### config.mk
export PLATFORM = sky130hd
export DESIGN_NAME = two_level_bitmap_id_allocator
export DESIGN_NICKNAME = d
export VERILOG_FILES = /design/src/sv/tlba_pkg.sv /design/src/sv/two_level_bitmap_id_allocator.sv /design/src/sv/tlba_ctrl.sv /design/src/sv/tlba_dp.sv
export SDC_FILE = /design/constraint.sdc
export NUM_CORES = 2
export LEC_CHECK = 0
export BUFFER_PORTS_ARGS = -buffer_cell sky130_fd_sc_hd__buf_4
export CAP_MARGIN = 5
export CORE_MARGIN = 1
export CORE_UTILIZATION = 30
export CTS_CLUSTER_DIAMETER = 150
export CTS_CLUSTER_SIZE = 30
export DETAILED_ROUTE_END_ITERATION = 10
export PLACE_DENSITY_LB_ADDON = 0.12
export SLEW_MARGIN = 40
export SYNTH_ARGS = -nofsm -noshare
export SYNTH_HDL_FRONTEND = slang
export SYNTH_SLANG_ARGS = --single-unit
### constraint.sdc
create_clock -name clk -period 6.8 [get_ports clk]
set_input_delay 1.02 -clock clk [delete_from_list [all_inputs] [get_ports clk]]
set_output_delay 1.02 -clock clk [all_outputs]
set_load 0.01 [all_outputs]
### src/sv/tlba_pkg.sv
`timescale 1ns / 1ps
// ----------------------------------------------------------------------------
// tlba_pkg: shared types and constants for the two-level bitmap ID allocator
// Request codes, result codes, controller/datapath handshake structs and the
// lowest-set-bit helper.
// ----------------------------------------------------------------------------
package tlba_pkg;

    // fixed geometry and field widths
    localparam int WORD_BITS       = 64;
    localparam int BIT_W           = 6;
    localparam int GROUP_WORDS     = 4;
    localparam int LOG_GW          = 2;
    localparam int INDEX_COUNT_DEF = 4096;
    localparam int FUNC_W          = 2;
    localparam int INDEX_W         = 12;
    localparam int LIMIT_W         = 13;
    localparam int STATUS_W        = 3;
    localparam int LIMIT_RESET     = 4096;

    // request opcodes; code 3 is unused and answers out of range
    typedef enum logic [FUNC_W-1:0] {
        FUNC_ALLOC   = 2'd0,
        FUNC_RESERVE = 2'd1,
        FUNC_FREE    = 2'd2
    } func_t;

    // result status codes
    typedef enum logic [STATUS_W-1:0] {
        ST_OK        = 3'd0,
        ST_NONE_FREE = 3'd1,
        ST_BUSY      = 3'd2,
        ST_FREE      = 3'd3,
        ST_RANGE     = 3'd4
    } status_t;

    // which result the datapath should stage
    typedef enum logic [1:0] {
        RES_GRANT     = 2'd0,
        RES_UPDATE    = 2'd1,
        RES_NONE_FREE = 2'd2,
        RES_RANGE     = 2'd3
    } res_kind_t;

    // controller -> datapath
    typedef struct packed {
        logic      load;
        logic      w_inc;
        logic      w_skip;
        logic      rd_en;
        logic      eval_en;
        logic      mark_set;
        logic      write_en;
        logic      res_set;
        res_kind_t res_kind;
        logic      push;
    } cmd_t;

    // datapath -> controller
    typedef struct packed {
        logic op_alloc;
        logic range_bad;
        logic w_end;
        logic grp_marked;
        logic avail_nz;
        logic last_in_group;
        logic id_over;
        logic push_ok;
    } stat_t;

    // position of the lowest set bit, binary search in six halvings
    function automatic logic [BIT_W-1:0] lowest_set(input logic [WORD_BITS-1:0] v);
        logic [BIT_W-1:0] pos;
        logic [31:0]      v32;
        logic [15:0]      v16;
        logic [7:0]       v8;
        logic [3:0]       v4;
        logic [1:0]       v2;
        pos[5] = ~|v[31:0];
        v32    = pos[5] ? v[63:32] : v[31:0];
        pos[4] = ~|v32[15:0];
        v16    = pos[4] ? v32[31:16] : v32[15:0];
        pos[3] = ~|v16[7:0];
        v8     = pos[3] ? v16[15:8] : v16[7:0];
        pos[2] = ~|v8[3:0];
        v4     = pos[2] ? v8[7:4] : v8[3:0];
        pos[1] = ~|v4[1:0];
        v2     = pos[1] ? v4[3:2] : v4[1:0];
        pos[0] = ~v2[0];
        return pos;
    endfunction

endpackage

### src/sv/two_level_bitmap_id_allocator.sv
`timescale 1ns / 1ps
// ----------------------------------------------------------------------------
// two_level_bitmap_id_allocator: lowest-free index allocator
// Busy bitmap in 64-bit words with lazy per-group full marks; allocate,
// reserve and free requests, one result per request.
// ----------------------------------------------------------------------------
//  Channel  Handshake              Payload
//  in       in_valid / in_ready    func[1:0], index[11:0]
//  out      out_valid / out_ready  granted_index[11:0], status[2:0]
//  cfg      cfg_wr_en              cfg_wr_data[12:0] (index limit)
//
//  Reserve and free go through probe with word read, evaluate, update and
//  result. Allocate scans up from word 0, reading and evaluating each word
//  outside a group marked full and skipping marked groups, until it finds a
//  free bit or runs past the last word; the single-port busy-word memory is
//  read once per probed word. No clearing pass: reset clears the word valid
//  bits and group marks at once. A new request is accepted while the previous
//  result waits in the output register; only a second result stalls.
// ----------------------------------------------------------------------------
module two_level_bitmap_id_allocator #(
    parameter int INDEX_COUNT = tlba_pkg::INDEX_COUNT_DEF
) (
    input  logic                           clk,
    input  logic                           rst_n,
    input  logic                           cfg_wr_en,
    input  logic [tlba_pkg::LIMIT_W-1:0]   cfg_wr_data,
    input  logic                           in_valid,
    output logic                           in_ready,
    input  logic [tlba_pkg::FUNC_W-1:0]    func,
    input  logic [tlba_pkg::INDEX_W-1:0]   index,
    output logic                           out_valid,
    input  logic                           out_ready,
    output logic [tlba_pkg::INDEX_W-1:0]   granted_index,
    output logic [tlba_pkg::STATUS_W-1:0]  status
);
    import tlba_pkg::*;

    cmd_t  cmd;
    stat_t stat;

    // sequencer
    tlba_ctrl u_ctrl (
        .clk      (clk),
        .rst_n    (rst_n),
        .in_valid (in_valid),
        .in_ready (in_ready),
        .stat     (stat),
        .cmd      (cmd)
    );

    // datapath
    tlba_dp #(
        .INDEX_COUNT (INDEX_COUNT)
    ) u_dp (
        .clk           (clk),
        .rst_n         (rst_n),
        .cfg_wr_en     (cfg_wr_en),
        .cfg_wr_data   (cfg_wr_data),
        .func          (func),
        .index         (index),
        .cmd           (cmd),
        .stat          (stat),
        .out_valid     (out_valid),
        .out_ready     (out_ready),
        .granted_index (granted_index),
        .status        (status)
    );

endmodule

### src/sv/tlba_ctrl.sv
`timescale 1ns / 1ps
// ----------------------------------------------------------------------------
// tlba_ctrl: request sequencer
// Walks each request through probe, word read, evaluate and update, and
// holds in the result state until the output register can take the result.
// ----------------------------------------------------------------------------
module tlba_ctrl (
    input  logic            clk,
    input  logic            rst_n,
    input  logic            in_valid,
    output logic            in_ready,
    input  tlba_pkg::stat_t stat,
    output tlba_pkg::cmd_t  cmd
);
    import tlba_pkg::*;

    typedef enum logic [4:0] {
        S_IDLE  = 5'b00001,
        S_PROBE = 5'b00010,
        S_EVAL  = 5'b00100,
        S_DEC   = 5'b01000,
        S_RESP  = 5'b10000
    } state_t;

    state_t state_reg;
    state_t state_next;

    assign in_ready = (state_reg == S_IDLE);

    // next state and commands
    always_comb
    begin
        cmd        = '0;
        state_next = state_reg;
        case (state_reg)
            S_IDLE:
            begin
                if (in_valid)
                begin
                    cmd.load   = 1'b1;
                    state_next = S_PROBE;
                end
            end
            S_PROBE:
            begin
                if (stat.op_alloc)
                begin
                    if (stat.w_end)
                    begin
                        cmd.res_set  = 1'b1;
                        cmd.res_kind = RES_NONE_FREE;
                        state_next   = S_RESP;
                    end
                    else if (stat.grp_marked)
                    begin
                        cmd.w_skip = 1'b1;
                    end
                    else
                    begin
                        cmd.rd_en  = 1'b1;
                        state_next = S_EVAL;
                    end
                end
                else if (stat.range_bad || stat.w_end)
                begin
                    cmd.res_set  = 1'b1;
                    cmd.res_kind = RES_RANGE;
                    state_next   = S_RESP;
                end
                else
                begin
                    cmd.rd_en  = 1'b1;
                    state_next = S_EVAL;
                end
            end
            S_EVAL:
            begin
                cmd.eval_en = 1'b1;
                state_next  = S_DEC;
            end
            S_DEC:
            begin
                if (stat.op_alloc)
                begin
                    if (!stat.avail_nz)
                    begin
                        // word full: close the group if this was its last word
                        cmd.mark_set = stat.last_in_group;
                        cmd.w_inc    = 1'b1;
                        state_next   = S_PROBE;
                    end
                    else if (stat.id_over)
                    begin
                        cmd.res_set  = 1'b1;
                        cmd.res_kind = RES_NONE_FREE;
                        state_next   = S_RESP;
                    end
                    else
                    begin
                        cmd.write_en = 1'b1;
                        cmd.res_set  = 1'b1;
                        cmd.res_kind = RES_GRANT;
                        state_next   = S_RESP;
                    end
                end
                else
                begin
                    cmd.write_en = 1'b1;
                    cmd.res_set  = 1'b1;
                    cmd.res_kind = RES_UPDATE;
                    state_next   = S_RESP;
                end
            end
            S_RESP:
            begin
                cmd.push = 1'b1;
                if (stat.push_ok)
                begin
                    state_next = S_IDLE;
                end
            end
            default:
            begin
                state_next = S_IDLE;
            end
        endcase
    end

    // state register
    always_ff @(posedge clk or negedge rst_n)
    begin
        if (!rst_n)
        begin
            state_reg <= S_IDLE;
        end
        else
        begin
            state_reg <= state_next;
        end
    end

`ifndef SYNTHESIS
    // a word read is always followed by its evaluation
    a_read_then_eval: assert property (@(posedge clk) disable iff (!rst_n)
        cmd.rd_en |=> (state_reg == S_EVAL))
        else $error("word read not followed by evaluate");

    // every bitmap write comes with a staged result
    a_write_has_result: assert property (@(posedge clk) disable iff (!rst_n)
        cmd.write_en |-> cmd.res_set)
        else $error("bitmap write without result");

    // a delivered result frees the sequencer
    a_push_to_idle: assert property (@(posedge clk) disable iff (!rst_n)
        (state_reg == S_RESP && stat.push_ok) |=> (state_reg == S_IDLE))
        else $error("sequencer did not return to idle after result");
`endif

endmodule

### src/sv/tlba_dp.sv
`timescale 1ns / 1ps
// ----------------------------------------------------------------------------
// tlba_dp: allocator datapath
// Busy-word memory with per-word valid bits, group full marks, limit
// register, word scan counter, bit search stage and output register.
// ----------------------------------------------------------------------------
module tlba_dp #(
    parameter int INDEX_COUNT = tlba_pkg::INDEX_COUNT_DEF
) (
    input  logic                           clk,
    input  logic                           rst_n,
    input  logic                           cfg_wr_en,
    input  logic [tlba_pkg::LIMIT_W-1:0]   cfg_wr_data,
    input  logic [tlba_pkg::FUNC_W-1:0]    func,
    input  logic [tlba_pkg::INDEX_W-1:0]   index,
    input  tlba_pkg::cmd_t                 cmd,
    output tlba_pkg::stat_t                stat,
    output logic                           out_valid,
    input  logic                           out_ready,
    output logic [tlba_pkg::INDEX_W-1:0]   granted_index,
    output logic [tlba_pkg::STATUS_W-1:0]  status
);
    import tlba_pkg::*;

    localparam int WORD_COUNT  = INDEX_COUNT / WORD_BITS;
    localparam int WADDR_W     = $clog2(WORD_COUNT);
    localparam int WCNT_W      = $clog2(WORD_COUNT + GROUP_WORDS);
    localparam int GROUP_COUNT = (WORD_COUNT + GROUP_WORDS - 1) / GROUP_WORDS;
    localparam int GADDR_W     = (GROUP_COUNT > 1) ? $clog2(GROUP_COUNT) : 1;
    localparam int ID_W        = WADDR_W + BIT_W;
    localparam int CMP_W       = ((ID_W > LIMIT_W) ? ID_W : LIMIT_W) + 1;
    localparam int LIMIT_INIT  = (LIMIT_RESET < INDEX_COUNT) ? LIMIT_RESET : INDEX_COUNT;

    // request registers
    logic [FUNC_W-1:0]      func_reg;
    logic [INDEX_W-1:0]     idx_reg;
    logic [WCNT_W-1:0]      w_cnt_reg;

    // state stores
    logic [WORD_BITS-1:0]   mem [WORD_COUNT];
    logic [WORD_COUNT-1:0]  vld_reg;
    logic [GROUP_COUNT-1:0] marks_reg;
    logic [CMP_W-1:0]       lim_reg;

    // read and search stage
    logic [WORD_BITS-1:0]   rd_data_reg;
    logic                   rd_vld_reg;
    logic [WORD_BITS-1:0]   word_hold_reg;
    logic [BIT_W-1:0]       bit_reg;
    logic                   avail_nz_reg;
    logic                   old_bit_reg;

    // staged and output result
    logic [INDEX_W-1:0]     res_id_reg;
    logic [STATUS_W-1:0]    res_status_reg;
    logic                   out_valid_reg;
    logic                   out_valid_next;
    logic [INDEX_W-1:0]     out_id_reg;
    logic [STATUS_W-1:0]    out_status_reg;

    logic [WADDR_W-1:0]     waddr;
    logic [GADDR_W-1:0]     grp;
    logic [WORD_BITS-1:0]   word_eff;
    logic [WORD_BITS-1:0]   avail;
    logic [WORD_BITS-1:0]   wdata;
    logic [CMP_W-1:0]       id_full;
    logic [CMP_W-1:0]       cfg_ext;
    logic                   push_ok;
    logic                   is_alloc;
    logic                   is_free;

    assign waddr    = w_cnt_reg[WADDR_W-1:0];
    assign grp      = GADDR_W'(w_cnt_reg >> LOG_GW);
    assign word_eff = rd_vld_reg ? rd_data_reg : '0;
    assign avail    = ~word_eff;
    assign id_full  = CMP_W'({waddr, bit_reg});
    assign cfg_ext  = CMP_W'(cfg_wr_data);
    assign push_ok  = !out_valid_reg || out_ready;
    assign is_alloc = (func_reg == FUNC_ALLOC);
    assign is_free  = (func_reg == FUNC_FREE);

    // status to the sequencer
    always_comb
    begin
        stat.op_alloc      = is_alloc;
        stat.range_bad     = !((func_reg == FUNC_RESERVE) || is_free)
                             || (CMP_W'(idx_reg) >= lim_reg);
        stat.w_end         = (w_cnt_reg >= WCNT_W'(WORD_COUNT));
        stat.grp_marked    = marks_reg[grp];
        stat.avail_nz      = avail_nz_reg;
        stat.last_in_group = (w_cnt_reg[LOG_GW-1:0] == '1)
                             || (w_cnt_reg == WCNT_W'(WORD_COUNT - 1));
        stat.id_over       = (id_full >= lim_reg);
        stat.push_ok       = push_ok;
    end

    // updated busy word
    always_comb
    begin
        case (func_reg)
            FUNC_ALLOC:   wdata = word_hold_reg | (WORD_BITS'(1) << bit_reg);
            FUNC_RESERVE: wdata = word_hold_reg | (WORD_BITS'(1) << idx_reg[BIT_W-1:0]);
            FUNC_FREE:    wdata = word_hold_reg & ~(WORD_BITS'(1) << idx_reg[BIT_W-1:0]);
            default:      wdata = word_hold_reg;
        endcase
    end

    // request capture and word scan counter
    always_ff @(posedge clk or negedge rst_n)
    begin
        if (!rst_n)
        begin
            w_cnt_reg <= '0;
        end
        else if (cmd.load)
        begin
            w_cnt_reg <= (func == FUNC_ALLOC) ? '0 : WCNT_W'(index >> BIT_W);
        end
        else if (cmd.w_skip)
        begin
            w_cnt_reg <= WCNT_W'((w_cnt_reg | WCNT_W'(GROUP_WORDS - 1)) + 1'b1);
        end
        else if (cmd.w_inc)
        begin
            w_cnt_reg <= w_cnt_reg + 1'b1;
        end
    end

    always_ff @(posedge clk)
    begin
        if (cmd.load)
        begin
            func_reg <= func;
            idx_reg  <= index;
        end
    end

    // busy word memory, registered read
    always_ff @(posedge clk)
    begin
        if (cmd.write_en)
        begin
            mem[waddr] <= wdata;
        end
        if (cmd.rd_en)
        begin
            rd_data_reg <= mem[waddr];
            rd_vld_reg  <= vld_reg[waddr];
        end
    end

    // word valid bits: an unwritten word reads as all free
    always_ff @(posedge clk or negedge rst_n)
    begin
        if (!rst_n)
        begin
            vld_reg <= '0;
        end
        else if (cmd.write_en)
        begin
            vld_reg[waddr] <= 1'b1;
        end
    end

    // group full marks: set by a full scan, cleared by any free
    always_ff @(posedge clk or negedge rst_n)
    begin
        if (!rst_n)
        begin
            marks_reg <= '0;
        end
        else if (cmd.mark_set)
        begin
            marks_reg[grp] <= 1'b1;
        end
        else if (cmd.write_en && is_free)
        begin
            marks_reg[grp] <= 1'b0;
        end
    end

    // limit register, saturated at the pool size
    always_ff @(posedge clk or negedge rst_n)
    begin
        if (!rst_n)
        begin
            lim_reg <= CMP_W'(LIMIT_INIT);
        end
        else if (cfg_wr_en)
        begin
            lim_reg <= (cfg_ext > CMP_W'(INDEX_COUNT)) ? CMP_W'(INDEX_COUNT) : cfg_ext;
        end
    end

    // free bit search
    always_ff @(posedge clk)
    begin
        if (cmd.eval_en)
        begin
            word_hold_reg <= word_eff;
            bit_reg       <= lowest_set(avail);
            avail_nz_reg  <= |avail;
            old_bit_reg   <= word_eff[idx_reg[BIT_W-1:0]];
        end
    end

    // result staging
    always_ff @(posedge clk)
    begin
        if (cmd.res_set)
        begin
            case (cmd.res_kind)
                RES_GRANT:
                begin
                    res_id_reg     <= id_full[INDEX_W-1:0];
                    res_status_reg <= ST_OK;
                end
                RES_UPDATE:
                begin
                    res_id_reg <= '0;
                    if (is_free)
                    begin
                        res_status_reg <= old_bit_reg ? ST_OK : ST_FREE;
                    end
                    else
                    begin
                        res_status_reg <= old_bit_reg ? ST_BUSY : ST_OK;
                    end
                end
                RES_NONE_FREE:
                begin
                    res_id_reg     <= '0;
                    res_status_reg <= ST_NONE_FREE;
                end
                RES_RANGE:
                begin
                    res_id_reg     <= '0;
                    res_status_reg <= ST_RANGE;
                end
                default:
                begin
                    res_id_reg     <= '0;
                    res_status_reg <= ST_RANGE;
                end
            endcase
        end
    end

    // output register
    always_comb
    begin
        out_valid_next = out_valid_reg;
        if (cmd.push && push_ok)
        begin
            out_valid_next = 1'b1;
        end
        else if (out_ready)
        begin
            out_valid_next = 1'b0;
        end
    end

    always_ff @(posedge clk or negedge rst_n)
    begin
        if (!rst_n)
        begin
            out_valid_reg <= 1'b0;
        end
        else
        begin
            out_valid_reg <= out_valid_next;
        end
    end

    always_ff @(posedge clk)
    begin
        if (cmd.push && push_ok)
        begin
            out_id_reg     <= res_id_reg;
            out_status_reg <= res_status_reg;
        end
    end

    assign out_valid     = out_valid_reg;
    assign granted_index = out_id_reg;
    assign status        = out_status_reg;

`ifndef SYNTHESIS
    // a group is only marked full after its last word was found full
    a_mark_only_full: assert property (@(posedge clk) disable iff (!rst_n)
        cmd.mark_set |-> (!avail_nz_reg && is_alloc))
        else $error("group marked full while a free bit was seen");

    // a grant never reaches the limit
    a_grant_below_limit: assert property (@(posedge clk) disable iff (!rst_n)
        (cmd.res_set && cmd.res_kind == RES_GRANT) |-> (id_full < lim_reg))
        else $error("grant at or above index limit");

    // a waiting result stays put until it is taken
    a_out_hold: assert property (@(posedge clk) disable iff (!rst_n)
        (out_valid_reg && !out_ready) |=>
        (out_valid_reg && $stable(out_id_reg) && $stable(out_status_reg)))
        else $error("waiting result changed before it was taken");
`endif

endmodule
==> results_dict.tcl <==
set metrics [dict create \
    grt.total_usage_pct 21.6 \
    detailedRoute.firstPassIterationCount 6 \
    hp-class "in -> async" \
    post_synth_inst_count 8968 \
    synth_flop_cell "edfxtp_1" \
    cp_slowest_stage_delay_ns 0.66 \
    gp_congestion 0.834 \
    design_power_uw 66200 \
    synth-async-reset-ratio_pct 2.42 \
    synth-edff-count 4277 \
    first_pass_grt_wire_length_um 812000 \
    cts.path.max_buffers 4 \
    area_growth_syn_to_layout_pct 11.4 \
    final_min_period_over_clock_period_pct 69.5 \
    path_max_fanout 40 \
    r2r_slack_ns 2.08 \
    h_tree_level_count 4 \
    placed_cells_incl_taps 16000 \
    critical-path-top-cell-by-count "buf_4" \
    synth_seq_area_share_pct 81.0 \
    largest_register "u_dp.mem" \
    clockRootBuffer "clkbuf_16" \
    final_hold_viol_count 0 \
    yosys-top-cells-count "4277 x edfxtp_1, 1625 x a22oi_1, 365 x clkbuf_1, 262 x a221oi_1, 262 x a22o_1" \
    critical_path_required_ns 7.36 \
    pwr-share-comb_pct 32.3 \
    first_global_vias 88700 \
    share_clk_of_total_power_pct 19.8 \
    start_kind "flip-flop" \
    core_area_um2 537000 \
    largest_register_ffs 4096 \
    die_height_um 737 \
    min_period_ns 4.72 \
    fp.dieArea_um2 542000 \
    cts_resized 0 \
    tritoncts "done" \
    worst_hold_slack_ns 0.0688 \
    outcome "completed" \
    yosys.cell_count.top_type "edfxtp_1" \
    max-slew-margin-rel_pct 34.9 \
    power_switching_share_pct 37.4 \
    ratio_of_cells_with_drive_above_1_in_the_final_layout_pct 12.1 \
    clock_sinks 4383 \
    cts_hold_buf 0 \
    power-per-cell-area_nw_per_um2 367 \
    detailedRoute.firstIterationViolations 12100 \
    hpwlAfterDp_um 368000 \
    internal_power_uw 41400 \
    grt-ovfl-total 0 \
    netlist-cell-type-count 79 \
    placement.io_buffers 48 \
    path_cells "ha_1 > nor2b_1 > o21a_1 > o21a_1 > o21ai_1 > a21oi_1 > o31ai_1 > a21oi_1 > buf_4 > or2_4 > buf_4 > nor3_2 > buf_4" \
    measured_slew_at_the_worst_slew_check_pin_ns 0.973 \
    drt-vias-per-instance 5.73 \
    cts_buffers 169 \
    cts_setup_buffers 0 \
    worst_path_max_delay_cell "buf_4" \
    max_cap_violations 0 \
    antenna_found_initial 77 \
    timing.clock.skew_ns 0.0861 \
    synth_area_um2 162000 \
    synth.avg_cell_area_um2 18.0 \
    power.leakage_uw 0.0526 \
    fp.dieW_um 737 \
    vias 93200 \
    floorplan.initialDensity_pct 30.1 \
    finalNonFillerCells 16300 \
    wirelength_per_cell_um 37.2 \
    fillerInstances 50900 \
    achievable-frequency_mhz 212 \
    num_io_pins 49 \
    rsz0062_at_grt "false" \
    final_max_slew_viol_count 0 \
    critPathKind "reg -> reg" \
    insertion_delay_ns 1.00 \
    total_switching_power_uw 24700 \
    synth.largest_area_cell "edfxtp_1" \
    layout.nets 9100 \
    worst-endpoint-arrival_ns 5.28 \
    seq_power_share_pct 47.9 \
    sequential_cell_area_um2 131000 \
    yosys.area.top_type_share_pct 79.4 \
    clkTransAtPathRegs_ns 0.12 \
    setup_viol 0 \
    synth.area.top_cells "edfxtp_1 79%, a22oi_1 7.5%, dfrtp_1 1.6%, a221oi_1 1.4%, a22o_1 1.4%" \
    crit_path_end_kind "flip-flop" \
    grt_max_degree 80 \
    net_count_synth 9035 \
    register_bit_total_from_synthesis 4383 \
    core.rowCount 269 \
    post_route_wl_um 605000 \
    worst_ir_drop_vdd_uv 254 \
    antenna_violating_nets_post_route 0 \
    synthesis.yosys.warnings 0 \
    post-route-drc-count 0 \
    multi_input_area_um2 30000 \
]
==> critical path: cells and delay by family, from the launching register on <==
kind | cells | cell delay (ns)
adders and majority gates | 1 | 0.37
DFF | 1 | 0.50
AOI/OAI and AO/OA | 6 | 1.11
and+or+nand+nor | 3 | 0.85
buffers and inverters | 3 | 1.26
==> power groups by stage <==
| stage | Combinational (µW) | Sequential [µW] | Clock, µW |
|---|---|---|---|
| global placement | 20700 | 32300 | 0 |
| global route | 22100 | 31700 | 14200 |
| detailed placement | 21200 | 32300 | 0 |
| finish | 21400 | 31700 | 13100 |
| floorplan | 9090 | 32300 | 0 |
| CTS | 21200 | 31700 | 13500 |
==> cell usage in the layout (no fill, tap or decap), types with 28 or more instances in the layout <==
cell type,n
a21boi_0,33
a21oi_1,130
a221oi_1,260
a22o_1,262
a22oi_1,1625
a31o_2,64
a31oi_1,150
a31oi_2,32
a41oi_1,120
and2_1,35
buf_12,76
buf_4,406
buf_6,34
clkbuf_1,38
clkbuf_16,176
dfrtp_1,103
edfxtp_1,4277
ha_1,34
inv_1,53
nand2_1,91
nand3_1,102
nand4_1,228
nor2_1,94
nor3_2,67
nor4_1,47
o211ai_1,28
o21ai_0,113
o21ai_4,62
o31a_1,32
==> path summary, 6_finish.rpt <==
kind                                         from         endpoint  cells after the start
setup / recovery                  u_dp.bit_reg[1]  u_dp.mem[1][49]                     13
min in group clk                         index[0]  u_dp.idx_reg[0]                      1
max in group asynchronous                   rst_n  u_dp.vld_reg[0]                      2
hold reg to reg            u_dp.res_status_reg[2]   u_dp.status[2]                      0
hold / removal                              rst_n   u_dp.out_valid                      1
setup reg to reg                  u_dp.bit_reg[1]  u_dp.mem[1][49]                     13
==> final cells by class <==
class / count / share of cell area, %
Antenna cell: 13 / 0.0180
Clock buffer: 213 / 2.51
Inverter: 60 / 0.126
Multi-Input combinational cell: 3885 / 16.6
Timing Repair Buffer: 534 / 2.95
Clock inverter: 9 / 0.108
Sequential cell: 4383 / 72.7
Tap cell: 7181 / 4.98
==> cells by family after synthesis <==
group           count (synthesis)  share of synthesized area [%]
compound gates               3017                           14.0
fa+ha+maj                      35                          0.271
mux                            31                          0.334
xor+xnor                        2                         0.0108
buf+inv                       700                           1.73
simple gates                  800                           2.68
flops                        4383                           81.0
==> stage by stage <==
step	area [µm²]	worst slack, ns	util [%]	TNS, ns
floorplan	162000	-0.619	-	-2089.17
global placement	174000	1.83	32.4	0
detailed placement	175000	2.12	32.6	0
CTS	180000	2.02	33.5	0
global route	180000	1.93	33.6	0
finish	180000	2.08	33.6	0
==> metal layers <==
metal  track usage (%)  wire length [µm]  vias to the layer above
li1                  -                 -                    37900
met1              32.6            279000                    51100
met2              33.4            272000                     3747
met3              2.86             42900                      447
met4              3.86             11200                        8
met5                 0                52                        -
(Power assumes the default switching activity.)
